$ cat config.mk
export PLATFORM = sky130hd
export DESIGN_NAME = integer_field_formatter_flat
export DESIGN_NICKNAME = d
export VERILOG_FILES = /design/src/ifmt_pkg.sv /design/src/ifmt_req_if.sv /design/src/ifmt_rsp_if.sv /design/src/integer_field_formatter.sv /design/src/flat_wrapper.sv
export SDC_FILE = /design/constraint.sdc
export NUM_CORES = 2
export LEC_CHECK = 0
export BUFFER_PORTS_ARGS = -buffer_cell sky130_fd_sc_hd__clkbuf_2
export CORE_MARGIN = 2
export CORE_UTILIZATION = 55
export CTS_BUF_LIST = sky130_fd_sc_hd__clkbuf_4 sky130_fd_sc_hd__clkbuf_8 sky130_fd_sc_hd__clkbuf_16
export DETAILED_ROUTE_END_ITERATION = 6
export HOLD_SLACK_MARGIN = 0.02
export PLACE_DENSITY_LB_ADDON = 0.12
export SLEW_MARGIN = 5
export SYNTH_ARGS = -nofsm -noshare
export SYNTH_HDL_FRONTEND = slang
export SYNTH_SLANG_ARGS = --single-unit
$ cat constraint.sdc
create_clock -name i_clk -period 9.6 [get_ports i_clk]
set_clock_uncertainty 0.05 [all_clocks]
set_input_delay 0 -clock i_clk [delete_from_list [all_inputs] [get_ports i_clk]]
set_output_delay 0 -clock i_clk [all_outputs]
set_load 0.01 [all_outputs]
$ cat src/ifmt_pkg.sv
// ============================================================================
// ifmt_pkg
// Shared types, constants and the digit-character function of the integer field formatter.
// ============================================================================
package ifmt_pkg;

    localparam int DIGIT_SLOTS = 16;
    localparam int MAX_FIELD   = 64;

    localparam int DIW = $clog2(DIGIT_SLOTS);       // digit store index
    localparam int DCW = $clog2(DIGIT_SLOTS + 1);   // digit count
    localparam int FCW = $clog2(MAX_FIELD + 1);     // field counts
    localparam int PREC_MAX = MAX_FIELD - 2;

    localparam int CONV_W  = 3;
    localparam int VALUE_W = 32;
    localparam int FW_W    = 7;
    localparam int PREC_W  = 7;
    localparam int CH_W    = 8;

    // reciprocal of ten, exact for 32-bit dividends with a shift of 35
    localparam logic [VALUE_W-1:0] RECIP10 = 32'hCCCC_CCCD;
    localparam int RECIP_SH = 35;

    localparam logic [CH_W-1:0] ASC_BLANK = 8'h20;
    localparam logic [CH_W-1:0] ASC_PLUS  = 8'h2B;
    localparam logic [CH_W-1:0] ASC_MINUS = 8'h2D;
    localparam logic [CH_W-1:0] ASC_ZERO  = 8'h30;
    localparam logic [CH_W-1:0] ASC_LX    = 8'h78;
    localparam logic [CH_W-1:0] ASC_UX    = 8'h58;
    localparam logic [CH_W-1:0] ASC_NUL   = 8'h00;

    typedef enum logic [CONV_W-1:0] {
        CONV_SDEC = 3'd0,
        CONV_UDEC = 3'd1,
        CONV_OCT  = 3'd2,
        CONV_LHEX = 3'd3,
        CONV_UHEX = 3'd4,
        CONV_CHAR = 3'd5
    } t_conv;

    typedef enum logic [2:0] {
        PFX_NONE  = 3'd0,
        PFX_MINUS = 3'd1,
        PFX_PLUS  = 3'd2,
        PFX_BLANK = 3'd3,
        PFX_LHEX  = 3'd4,
        PFX_UHEX  = 3'd5
    } t_prefix;

    typedef enum logic [2:0] {
        S_IDLE,
        S_MUL,
        S_FIX,
        S_SHIFT,
        S_ZCNT,
        S_SIZE,
        S_EMIT,
        S_NULL
    } t_state;

    // digit value to ASCII: 0-9, then a-f or A-F
    function automatic logic [CH_W-1:0] ifmt_digit_char(input logic [3:0] d,
                                                        input logic upper);
        logic [CH_W-1:0] c;
        if (d < 4'd10) begin
            c = ASC_ZERO + {4'd0, d};
        end else if (upper) begin
            c = 8'h41 + {4'd0, d - 4'd10};
        end else begin
            c = 8'h61 + {4'd0, d - 4'd10};
        end
        return c;
    endfunction

endpackage

$ cat src/ifmt_req_if.sv
// ============================================================================
// ifmt_req_if
// Request channel: one parsed conversion with value, flags, width, precision.
// ============================================================================
interface ifmt_req_if;
    import ifmt_pkg::*;

    logic                     valid;
    logic                     ready;
    logic [CONV_W-1:0]        conv;
    logic [VALUE_W-1:0]       value;
    logic                     plus_flag;
    logic                     left_flag;
    logic                     blank_flag;
    logic                     alt_flag;
    logic                     zero_flag;
    logic [FW_W-1:0]          field_width;
    logic signed [PREC_W-1:0] precision;

    modport source (
        output valid, conv, value, plus_flag, left_flag, blank_flag, alt_flag,
               zero_flag, field_width, precision,
        input  ready
    );
    modport sink (
        input  valid, conv, value, plus_flag, left_flag, blank_flag, alt_flag,
               zero_flag, field_width, precision,
        output ready
    );
endinterface

$ cat src/ifmt_rsp_if.sv
// ============================================================================
// ifmt_rsp_if
// Response channel: one field character per transfer (none for an empty field), last marks the end.
// ============================================================================
interface ifmt_rsp_if;
    import ifmt_pkg::*;

    logic            valid;
    logic            ready;
    logic [CH_W-1:0] ch;
    logic            has_char;
    logic            last;

    modport source (output valid, ch, has_char, last, input ready);
    modport sink   (input valid, ch, has_char, last, output ready);
endinterface

$ cat src/integer_field_formatter.sv
// Sequence: request transfer, then for each decimal digit a multiply by the
// reciprocal of ten and a fix-up, or a shift for each octal/hex digit, then
// the zero-count and sizing states, then one character per cycle while the
// output side takes them.
// Not ready in flight. Sync reset: sequencer idle, output register empty.
// ============================================================================
// integer_field_formatter
// printf-style integer/char field formatter driven by one shared digit unit.
// ============================================================================
module integer_field_formatter (
    input  logic  i_clk,
    input  logic  i_rst_n,
    ifmt_req_if.sink   i_req,
    ifmt_rsp_if.source o_rsp
);
    import ifmt_pkg::*;

    localparam int SW = FCW + 1;
    localparam int PROD_W = 2 * VALUE_W;

    // ------------------------------------------------------------------
    // State
    // ------------------------------------------------------------------
    t_state              r_state, n_state;
    t_conv               r_conv, n_conv;
    t_prefix             r_pfx, n_pfx;
    logic                r_left, n_left;
    logic                r_alt, n_alt;
    logic [VALUE_W-1:0]  r_work, n_work;
    logic [PROD_W-1:0]   r_prod, n_prod;
    logic [CH_W-1:0]     r_char, n_char;
    logic [DCW-1:0]      r_dig_cnt, n_dig_cnt;
    logic [1:0]          r_pre_cnt, n_pre_cnt;
    logic [FCW-1:0]      r_prec, n_prec;
    logic [FCW-1:0]      r_width, n_width;
    logic [FCW-1:0]      r_zero_cnt, n_zero_cnt;
    logic [FCW-1:0]      r_blank_cnt, n_blank_cnt;
    logic [FCW-1:0]      r_remain, n_remain;
    logic [3:0]          r_digit [DIGIT_SLOTS];

    // output register
    logic                r_out_valid, n_out_valid;
    logic [CH_W-1:0]     r_out_ch, n_out_ch;
    logic                r_out_has, n_out_has;
    logic                r_out_last, n_out_last;

    // ------------------------------------------------------------------
    // Request decode (combinational, only used on a request transfer)
    // ------------------------------------------------------------------
    logic                req_xfer;
    t_conv               a_conv;
    logic                a_neg;
    logic [VALUE_W-1:0]  a_mag;
    t_prefix             a_pfx;
    logic [1:0]          a_plen;
    logic [FCW-1:0]      a_width;
    logic [FCW-1:0]      a_prec;
    logic [FCW-1:0]      a_room;

    assign req_xfer = i_req.valid && i_req.ready;

    always_comb begin
        case (i_req.conv)
            CONV_SDEC: a_conv = CONV_SDEC;
            CONV_OCT:  a_conv = CONV_OCT;
            CONV_LHEX: a_conv = CONV_LHEX;
            CONV_UHEX: a_conv = CONV_UHEX;
            CONV_CHAR: a_conv = CONV_CHAR;
            default:   a_conv = CONV_UDEC;   // unsigned decimal and unused codes
        endcase
    end

    always_comb begin
        a_neg = (a_conv == CONV_SDEC) && i_req.value[VALUE_W-1];
        a_mag = a_neg ? (VALUE_W'(0) - i_req.value) : i_req.value;

        // sign or hex prefix
        a_pfx = PFX_NONE;
        if (a_conv == CONV_SDEC) begin
            if (a_neg)                 a_pfx = PFX_MINUS;
            else if (i_req.plus_flag)  a_pfx = PFX_PLUS;
            else if (i_req.blank_flag) a_pfx = PFX_BLANK;
        end
        if (i_req.alt_flag && (i_req.value != '0)) begin
            if (a_conv == CONV_LHEX) a_pfx = PFX_LHEX;
            if (a_conv == CONV_UHEX) a_pfx = PFX_UHEX;
        end
        case (a_pfx) inside
            PFX_NONE:             a_plen = 2'd0;
            PFX_LHEX, PFX_UHEX:   a_plen = 2'd2;
            default:              a_plen = 2'd1;
        endcase

        // saturate width and precision
        if (i_req.field_width > FW_W'(MAX_FIELD)) a_width = FCW'(MAX_FIELD);
        else                                      a_width = FCW'(i_req.field_width);
        if (i_req.precision[PREC_W-1])                   a_prec = FCW'(1);
        else if (i_req.precision > PREC_W'(PREC_MAX))    a_prec = FCW'(PREC_MAX);
        else                                             a_prec = FCW'(i_req.precision);

        // zero flag: digits fill what the prefix leaves of the width
        a_room = a_width - FCW'(a_plen);
        if (i_req.zero_flag && (a_width > FCW'(a_plen)) && (a_room > a_prec)) begin
            a_prec = a_room;
        end
    end

    // ------------------------------------------------------------------
    // Shared digit unit
    // ------------------------------------------------------------------
    logic [PROD_W-RECIP_SH-1:0] q10;      // quotient by ten
    logic [3:0]                 q10_lo;   // low bits of q10 * 10
    logic [3:0]                 rem10;
    logic [3:0]                 sh_digit;
    logic [VALUE_W-1:0]         sh_work;
    logic [DIW-1:0]             wr_idx;
    logic                       dig_full;

    assign q10      = r_prod[PROD_W-1:RECIP_SH];
    assign q10_lo   = {q10[0], 3'b000} + {q10[2:0], 1'b0};
    assign rem10    = r_work[3:0] - q10_lo;
    assign sh_digit = (r_conv == CONV_OCT) ? {1'b0, r_work[2:0]} : r_work[3:0];
    assign sh_work  = (r_conv == CONV_OCT) ? (r_work >> 3) : (r_work >> 4);
    assign wr_idx   = r_dig_cnt[DIW-1:0];
    assign dig_full = (r_dig_cnt + DCW'(1)) == DCW'(DIGIT_SLOTS);

    // ------------------------------------------------------------------
    // Sizing
    // ------------------------------------------------------------------
    logic [SW-1:0]  used;
    logic [FCW-1:0] z_cnt;

    always_comb begin
        if (r_conv == CONV_CHAR) begin
            z_cnt = '0;
        end else begin
            z_cnt = (r_prec > FCW'(r_dig_cnt)) ? (r_prec - FCW'(r_dig_cnt)) : '0;
            // '#' octal: at least one leading zero ahead of nonzero digits
            if ((r_conv == CONV_OCT) && r_alt && (r_dig_cnt != '0) && (z_cnt == '0)) begin
                z_cnt = FCW'(1);
            end
        end
    end

    assign used = SW'(r_pre_cnt) + SW'(r_zero_cnt) + SW'(r_dig_cnt);

    // ------------------------------------------------------------------
    // Character selection, in field order
    // ------------------------------------------------------------------
    logic            out_room;
    logic            emit_go;
    logic [CH_W-1:0] em_ch;
    logic [DIW-1:0]  rd_idx;
    logic            sel_lblank, sel_pre, sel_zero, sel_dig;
    logic [CH_W-1:0] pre_ch;

    assign out_room = !r_out_valid || o_rsp.ready;
    assign emit_go  = (r_state == S_EMIT) && out_room;
    assign rd_idx   = DIW'(r_dig_cnt - DCW'(1));

    assign sel_lblank = !r_left && (r_blank_cnt != '0);
    assign sel_pre    = !sel_lblank && (r_pre_cnt != '0);
    assign sel_zero   = !sel_lblank && !sel_pre && (r_zero_cnt != '0);
    assign sel_dig    = !sel_lblank && !sel_pre && !sel_zero && (r_dig_cnt != '0);

    always_comb begin
        unique case (r_pfx)
            PFX_MINUS: pre_ch = ASC_MINUS;
            PFX_PLUS:  pre_ch = ASC_PLUS;
            PFX_BLANK: pre_ch = ASC_BLANK;
            PFX_LHEX:  pre_ch = (r_pre_cnt == 2'd2) ? ASC_ZERO : ASC_LX;
            PFX_UHEX:  pre_ch = (r_pre_cnt == 2'd2) ? ASC_ZERO : ASC_UX;
            default:   pre_ch = ASC_NUL;
        endcase
    end

    always_comb begin
        if (sel_lblank)    em_ch = ASC_BLANK;
        else if (sel_pre)  em_ch = pre_ch;
        else if (sel_zero) em_ch = ASC_ZERO;
        else if (sel_dig)  em_ch = (r_conv == CONV_CHAR) ? r_char
                                 : ifmt_digit_char(r_digit[rd_idx], r_conv == CONV_UHEX);
        else               em_ch = ASC_BLANK;   // right padding
    end

    // ------------------------------------------------------------------
    // Next state
    // ------------------------------------------------------------------
    always_comb begin
        n_state = r_state;
        unique case (r_state)
            S_IDLE: begin
                if (req_xfer) begin
                    if (a_conv == CONV_CHAR || a_mag == '0)       n_state = S_ZCNT;
                    else if (a_conv == CONV_SDEC || a_conv == CONV_UDEC) n_state = S_MUL;
                    else                                          n_state = S_SHIFT;
                end
            end
            S_MUL:   n_state = S_FIX;
            S_FIX:   n_state = (q10 == '0 || dig_full) ? S_ZCNT : S_MUL;
            S_SHIFT: n_state = (sh_work == '0 || dig_full) ? S_ZCNT : S_SHIFT;
            S_ZCNT:  n_state = S_SIZE;
            S_SIZE:  n_state = ((r_width == '0) && (used == '0)) ? S_NULL : S_EMIT;
            S_EMIT:  if (emit_go && (r_remain == FCW'(1))) n_state = S_IDLE;
            S_NULL:  if (out_room) n_state = S_IDLE;
            default: n_state = S_IDLE;
        endcase
    end

    // ------------------------------------------------------------------
    // Datapath and output register updates
    // ------------------------------------------------------------------
    always_comb begin
        n_conv      = r_conv;
        n_pfx       = r_pfx;
        n_left      = r_left;
        n_alt       = r_alt;
        n_work      = r_work;
        n_prod      = r_prod;
        n_char      = r_char;
        n_dig_cnt   = r_dig_cnt;
        n_pre_cnt   = r_pre_cnt;
        n_prec      = r_prec;
        n_width     = r_width;
        n_zero_cnt  = r_zero_cnt;
        n_blank_cnt = r_blank_cnt;
        n_remain    = r_remain;
        n_out_valid = r_out_valid && !o_rsp.ready;
        n_out_ch    = r_out_ch;
        n_out_has   = r_out_has;
        n_out_last  = r_out_last;

        unique case (r_state)
            S_IDLE: begin
                if (req_xfer) begin
                    n_conv    = a_conv;
                    n_left    = i_req.left_flag;
                    n_alt     = i_req.alt_flag;
                    n_work    = a_mag;
                    n_char    = i_req.value[CH_W-1:0];
                    n_width   = a_width;
                    n_prec    = a_prec;
                    if (a_conv == CONV_CHAR) begin
                        n_pfx     = PFX_NONE;
                        n_pre_cnt = 2'd0;
                        n_dig_cnt = DCW'(1);
                    end else begin
                        n_pfx     = a_pfx;
                        n_pre_cnt = a_plen;
                        n_dig_cnt = '0;
                    end
                end
            end
            S_MUL: begin
                n_prod = {{VALUE_W{1'b0}}, r_work} * {{VALUE_W{1'b0}}, RECIP10};
            end
            S_FIX: begin
                n_work    = VALUE_W'(q10);
                n_dig_cnt = r_dig_cnt + DCW'(1);
            end
            S_SHIFT: begin
                n_work    = sh_work;
                n_dig_cnt = r_dig_cnt + DCW'(1);
            end
            S_ZCNT: begin
                n_zero_cnt = z_cnt;
            end
            S_SIZE: begin
                if (SW'(r_width) > used) begin
                    n_blank_cnt = r_width - FCW'(used);
                    n_remain    = r_width;
                end else begin
                    n_blank_cnt = '0;
                    n_remain    = FCW'(used);
                end
            end
            S_EMIT: begin
                if (emit_go) begin
                    n_out_valid = 1'b1;
                    n_out_ch    = em_ch;
                    n_out_has   = 1'b1;
                    n_out_last  = (r_remain == FCW'(1));
                    n_remain    = r_remain - FCW'(1);
                    if (sel_pre)       n_pre_cnt   = r_pre_cnt - 2'd1;
                    else if (sel_zero) n_zero_cnt  = r_zero_cnt - FCW'(1);
                    else if (sel_dig)  n_dig_cnt   = r_dig_cnt - DCW'(1);
                    else               n_blank_cnt = r_blank_cnt - FCW'(1);
                end
            end
            S_NULL: begin
                // empty field: one transfer without a character
                if (out_room) begin
                    n_out_valid = 1'b1;
                    n_out_ch    = ASC_NUL;
                    n_out_has   = 1'b0;
                    n_out_last  = 1'b1;
                end
            end
            default: ;
        endcase
    end

    always_ff @(posedge i_clk) begin
        if (!i_rst_n) begin
            r_state     <= S_IDLE;
            r_out_valid <= 1'b0;
            r_remain    <= '0;
            r_dig_cnt   <= '0;
            r_pre_cnt   <= '0;
            r_zero_cnt  <= '0;
            r_blank_cnt <= '0;
            r_pfx       <= PFX_NONE;
            r_work      <= '0;
        end else begin
            r_state     <= n_state;
            r_out_valid <= n_out_valid;
            r_remain    <= n_remain;
            r_dig_cnt   <= n_dig_cnt;
            r_pre_cnt   <= n_pre_cnt;
            r_zero_cnt  <= n_zero_cnt;
            r_blank_cnt <= n_blank_cnt;
            r_pfx       <= n_pfx;
            r_work      <= n_work;
        end
    end

    always_ff @(posedge i_clk) begin
        r_conv     <= n_conv;
        r_left     <= n_left;
        r_alt      <= n_alt;
        r_prod     <= n_prod;
        r_char     <= n_char;
        r_prec     <= n_prec;
        r_width    <= n_width;
        r_out_ch   <= n_out_ch;
        r_out_has  <= n_out_has;
        r_out_last <= n_out_last;
    end

    // digit store: written by the digit unit, low digit first
    always_ff @(posedge i_clk) begin
        if (r_state == S_FIX) begin
            r_digit[wr_idx] <= rem10;
        end else if (r_state == S_SHIFT) begin
            r_digit[wr_idx] <= sh_digit;
        end
    end

    assign i_req.ready    = (r_state == S_IDLE);
    assign o_rsp.valid    = r_out_valid;
    assign o_rsp.ch       = r_out_ch;
    assign o_rsp.has_char = r_out_has;
    assign o_rsp.last     = r_out_last;

    // ------------------------------------------------------------------
    // Assertions
    // ------------------------------------------------------------------
    // while emitting, the remaining count matches the segments still to be sent
    a_remain_sum: assert property (@(posedge i_clk) disable iff (!i_rst_n)
        (r_state == S_EMIT) |->
        (SW'(r_remain) == SW'(r_blank_cnt) + SW'(r_pre_cnt) + SW'(r_zero_cnt)
                          + SW'(r_dig_cnt)))
        else $error("remaining count out of step with segment counters");

    a_remain_nz: assert property (@(posedge i_clk) disable iff (!i_rst_n)
        (r_state == S_EMIT) |-> (r_remain != '0))
        else $error("emitting with nothing left");

    a_dig_bound: assert property (@(posedge i_clk) disable iff (!i_rst_n)
        r_dig_cnt <= DCW'(DIGIT_SLOTS))
        else $error("digit count beyond store depth");

    a_empty_last: assert property (@(posedge i_clk) disable iff (!i_rst_n)
        (r_out_valid && !r_out_has) |-> r_out_last)
        else $error("empty item not marked last");

    a_last_idle: assert property (@(posedge i_clk) disable iff (!i_rst_n)
        (emit_go && (r_remain == FCW'(1))) |=> (r_state == S_IDLE) && r_out_last)
        else $error("final character did not end the conversion");

endmodule
$ cat src/flat_wrapper.sv
// flat-port wrapper written by rule: the top's interface ports become plain ports
module integer_field_formatter_flat import ifmt_pkg::*;
  (i_clk, i_rst_n, i_req_valid, i_req_conv, i_req_value, i_req_plus_flag, i_req_left_flag, i_req_blank_flag, i_req_alt_flag, i_req_zero_flag, i_req_field_width, i_req_precision, i_req_ready, o_rsp_valid, o_rsp_ch, o_rsp_has_char, o_rsp_last, o_rsp_ready);
  ifmt_req_if i_req_i ();
  ifmt_rsp_if o_rsp_i ();
  input  logic i_clk;
  input  logic i_rst_n;
  input wire logic [$bits(i_req_i.valid)-1:0] i_req_valid;
  input wire logic [$bits(i_req_i.conv)-1:0] i_req_conv;
  input wire logic [$bits(i_req_i.value)-1:0] i_req_value;
  input wire logic [$bits(i_req_i.plus_flag)-1:0] i_req_plus_flag;
  input wire logic [$bits(i_req_i.left_flag)-1:0] i_req_left_flag;
  input wire logic [$bits(i_req_i.blank_flag)-1:0] i_req_blank_flag;
  input wire logic [$bits(i_req_i.alt_flag)-1:0] i_req_alt_flag;
  input wire logic [$bits(i_req_i.zero_flag)-1:0] i_req_zero_flag;
  input wire logic [$bits(i_req_i.field_width)-1:0] i_req_field_width;
  input wire logic [$bits(i_req_i.precision)-1:0] i_req_precision;
  output wire logic [$bits(i_req_i.ready)-1:0] i_req_ready;
  output wire logic [$bits(o_rsp_i.valid)-1:0] o_rsp_valid;
  output wire logic [$bits(o_rsp_i.ch)-1:0] o_rsp_ch;
  output wire logic [$bits(o_rsp_i.has_char)-1:0] o_rsp_has_char;
  output wire logic [$bits(o_rsp_i.last)-1:0] o_rsp_last;
  input wire logic [$bits(o_rsp_i.ready)-1:0] o_rsp_ready;
  assign i_req_i.valid = i_req_valid;
  assign i_req_i.conv = i_req_conv;
  assign i_req_i.value = i_req_value;
  assign i_req_i.plus_flag = i_req_plus_flag;
  assign i_req_i.left_flag = i_req_left_flag;
  assign i_req_i.blank_flag = i_req_blank_flag;
  assign i_req_i.alt_flag = i_req_alt_flag;
  assign i_req_i.zero_flag = i_req_zero_flag;
  assign i_req_i.field_width = i_req_field_width;
  assign i_req_i.precision = i_req_precision;
  assign i_req_ready = i_req_i.ready;
  assign o_rsp_valid = o_rsp_i.valid;
  assign o_rsp_ch = o_rsp_i.ch;
  assign o_rsp_has_char = o_rsp_i.has_char;
  assign o_rsp_last = o_rsp_i.last;
  assign o_rsp_i.ready = o_rsp_ready;
  integer_field_formatter u_core (.i_clk(i_clk), .i_rst_n(i_rst_n), .i_req(i_req_i), .o_rsp(o_rsp_i));
endmodule
==> flow_summary.json <==
{
  "cts_buffers": 17,
  "clockRootBuffer": "clkbuf_16",
  "post_cts_resize_count": 0,
  "vias": 21263,
  "via_per_inst": 5.979,
  "clk_latency_ns": 0.47,
  "core_um2": 50270,
  "status": "complete, no violations",
  "grt_pass1_wl_mm": 134.0,
  "yosys_most_used_dff": "edfxtp_1",
  "layout_commonest_cell": "inv_1",
  "synth_edf_count": 130,
  "grt_pass1_vias": 21780,
  "muxShareOfSynthArea_pct": 2.803,
  "ys_seq_area_share_pct": 18.71,
  "layout_common_cells": "inv_1, fa_1, ha_1",
  "rows": 82,
  "clockBufferDepth": 2,
  "finalCritPeriodShare_pct": 91.57,
  "grt_usage_pct": 34.23,
  "syn_area_per_cell_um2": 10.01,
  "worst_pin_slew_ns": 1.246,
  "num_io_pins": 70,
  "synth_compound_area_share_pct": 10.79,
  "synth_top_family_by_area": "adder cells",
  "worst_slack_ns": 0.8096,
  "maxSlewHeadroom_pct": 16.91,
  "dr.pass1.iters": 6,
  "syn_nets": 3644,
  "yosys_warnings": 0,
  "crit_arrival_ns": 9.04,
  "slew_violations": 0,
  "place_area_um2": 29080,
  "pre_cts_slack_ns": 0.8796,
  "setup_violations": 0,
  "fill_cells": 4399,
  "initial_core_util_pct": 55.76,
  "cp_max_fo": 10,
  "syn_inst": 2802,
  "hold_class": "in -> reg",
  "die_area_um2": 52790,
  "timing.fmax_ghz": 0.1138,
  "synthSimpleGateAreaFrac_pct": 9.283,
  "fin_area_um2": 30010,
  "synth_xor_area_share_pct": 4.061,
  "syn_area_um2": 28030,
  "die_h_um": 229.8,
  "htree_levels": 4,
  "place_congestion": 0.9794,
  "fin_util_pct": 59.69,
  "drc": 0,
  "startpoint_type": "flip-flop",
  "synthAdderAreaFrac_pct": 45.49,
  "clock_sinks": 197,
  "final_hold_viol_count": 0,
  "cp-end-kind": "flip-flop",
  "die_w_um": 229.8,
  "ys_types": 83,
  "cp.required_ns": 9.85,
  "grt_overflow": 0,
  "antenna_found_initial": 1,
  "crit_type": "reg -> reg",
  "drive_above_1_share_pct": 6.142,
  "dp_hpwl_mm": 73.38,
  "wl_per_cell_um": 24.65,
  "tritoncts": "built",
  "ant_nets": 0,
  "finalCriticalPeriod_ns": 8.790,
  "postCtsSetupBuffers": 0,
  "rsz0062_at_grt": "false",
  "io_buffer_count": 69,
  "finalSetupTns_ns": 0,
  "routed_wl_mm": 87.64,
  "hold_buffers": 32,
  "fin_nets": 3711,
  "cap_viol_max_count": 0,
  "ys_ff_latch": 197,
  "drtIter0Drc": 1876,
  "grt_max_degree": 68,
  "async_flop_share_pct": 0,
  "area_delta_synth_final_pct": 7.038,
  "cts.clk_slew.worst_paths_ns": 0.10
}
worst max-delay path: stages (launching register included):
cell	delay (ns)
dfxtp_1	0.86
inv_1	0.34
ha_1	0.43
inv_1	0.25
ha_1	0.41
inv_1	0.08
fa_1	0.55
inv_1	0.07
fa_1	0.45
fa_1	0.50
fa_1	0.40
fa_1	0.52
inv_1	0.05
fa_1	0.47
inv_1	0.04
ha_1	0.29
a21o_1	0.20
a221oi_2	0.34
a21boi_1	0.18
o31ai_1	0.37
o21ai_1	0.39
nor4_1	0.47
o31a_1	0.32
o31ai_2	0.13
and4_1	0.22
nor3_1	0.23
area by class of cell:
cell class	count	area [um2]	share of cell area (%)
sequential	197	5246	17.48
tap	672	840.8	2.802
timing repair buffer	122	823.3	2.744
clock buffer	17	425.4	1.418
multi-input combinational	1955	20330	67.74
inverter	576	2162	7.205
clock inverter	15	177.7	0.5921
antenna	2	5.005	0.01668
synth_stat cells, drive strengths merged (25+ instances only):
cell	n	area share, %
inv	575	7.7
fa	392	28
ha	392	17
nand2	144	1.9
nor2	133	1.8
a21oi	132	2.4
edfxtp	130	14
o21ai	80	1.4
dfxtp	67	4.8
xnor2	67	2.1
xor2	63	2.0
o211ai	57	1.5
clkbuf	54	0.72
a21o	46	1.2
nor3	44	0.83
nand3	33	0.61
nor4	30	0.80
mux2i	29	1.0
a211oi	26	0.70
nor2b	26	0.58
a31oi	25	0.56
registers in the layout (all words and copies together), names as in the netlist, 8 cells and up:
register	count
u_core.o_rsp.ch	8
u_core.r_char	8
u_core.r_digit	64
u_core.r_prod	29
u_core.r_work	32
metal layers:
metal | global-route usage (%) | vias up | share of wire, %
li1 | - | 9507 | -
met1 | 51.60 | 10624 | 46
met2 | 51.22 | 992 | 43
met3 | 5.580 | 140 | 8.3
met4 | 9.274 | 0 | 3.1
met5 | 0 | - | 0
metrics by stage:
stage          cells  hold WS [ns]
2_1_floorplan   2802       0.04887
3_3_place_gp    3490        0.1274
3_5_place_dp    3490        0.1286
4_1_cts         3554       0.02913
5_1_grt         3555       0.04649
6_report        3556       0.04136
cell families after synthesis:
logic type / after synthesis
compound gates: 464
xor+xnor: 130
fa+ha+maj: 784
buf+inv: 650
flops: 197
mux: 53
simple gates: 524
final timing paths:
| check | slack [ns] | endpoint | from | cells after the start |
|---|---|---|---|---|
| max | 0.81 | u_core.r_prod[63]$_DFFE_PP_ | u_core.r_work[0]$_SDFFE_PN0P_ | 25 |
| min | 0.04 | u_core.r_prec[3]$_DFFE_PP_ | i_req_precision[3] | 3 |
| max reg2reg | 0.81 | u_core.r_prod[63]$_DFFE_PP_ | u_core.r_work[0]$_SDFFE_PN0P_ | 25 |
| min reg2reg | 0.43 | u_core.r_remain[5]$_SDFFE_PN0P_ | u_core.r_remain[5]$_SDFFE_PN0P_ | 2 |
Power is left out: the tool's default activity adds up to more than one toggle a clock period on the data nets, which glitch-free logic cannot reach.
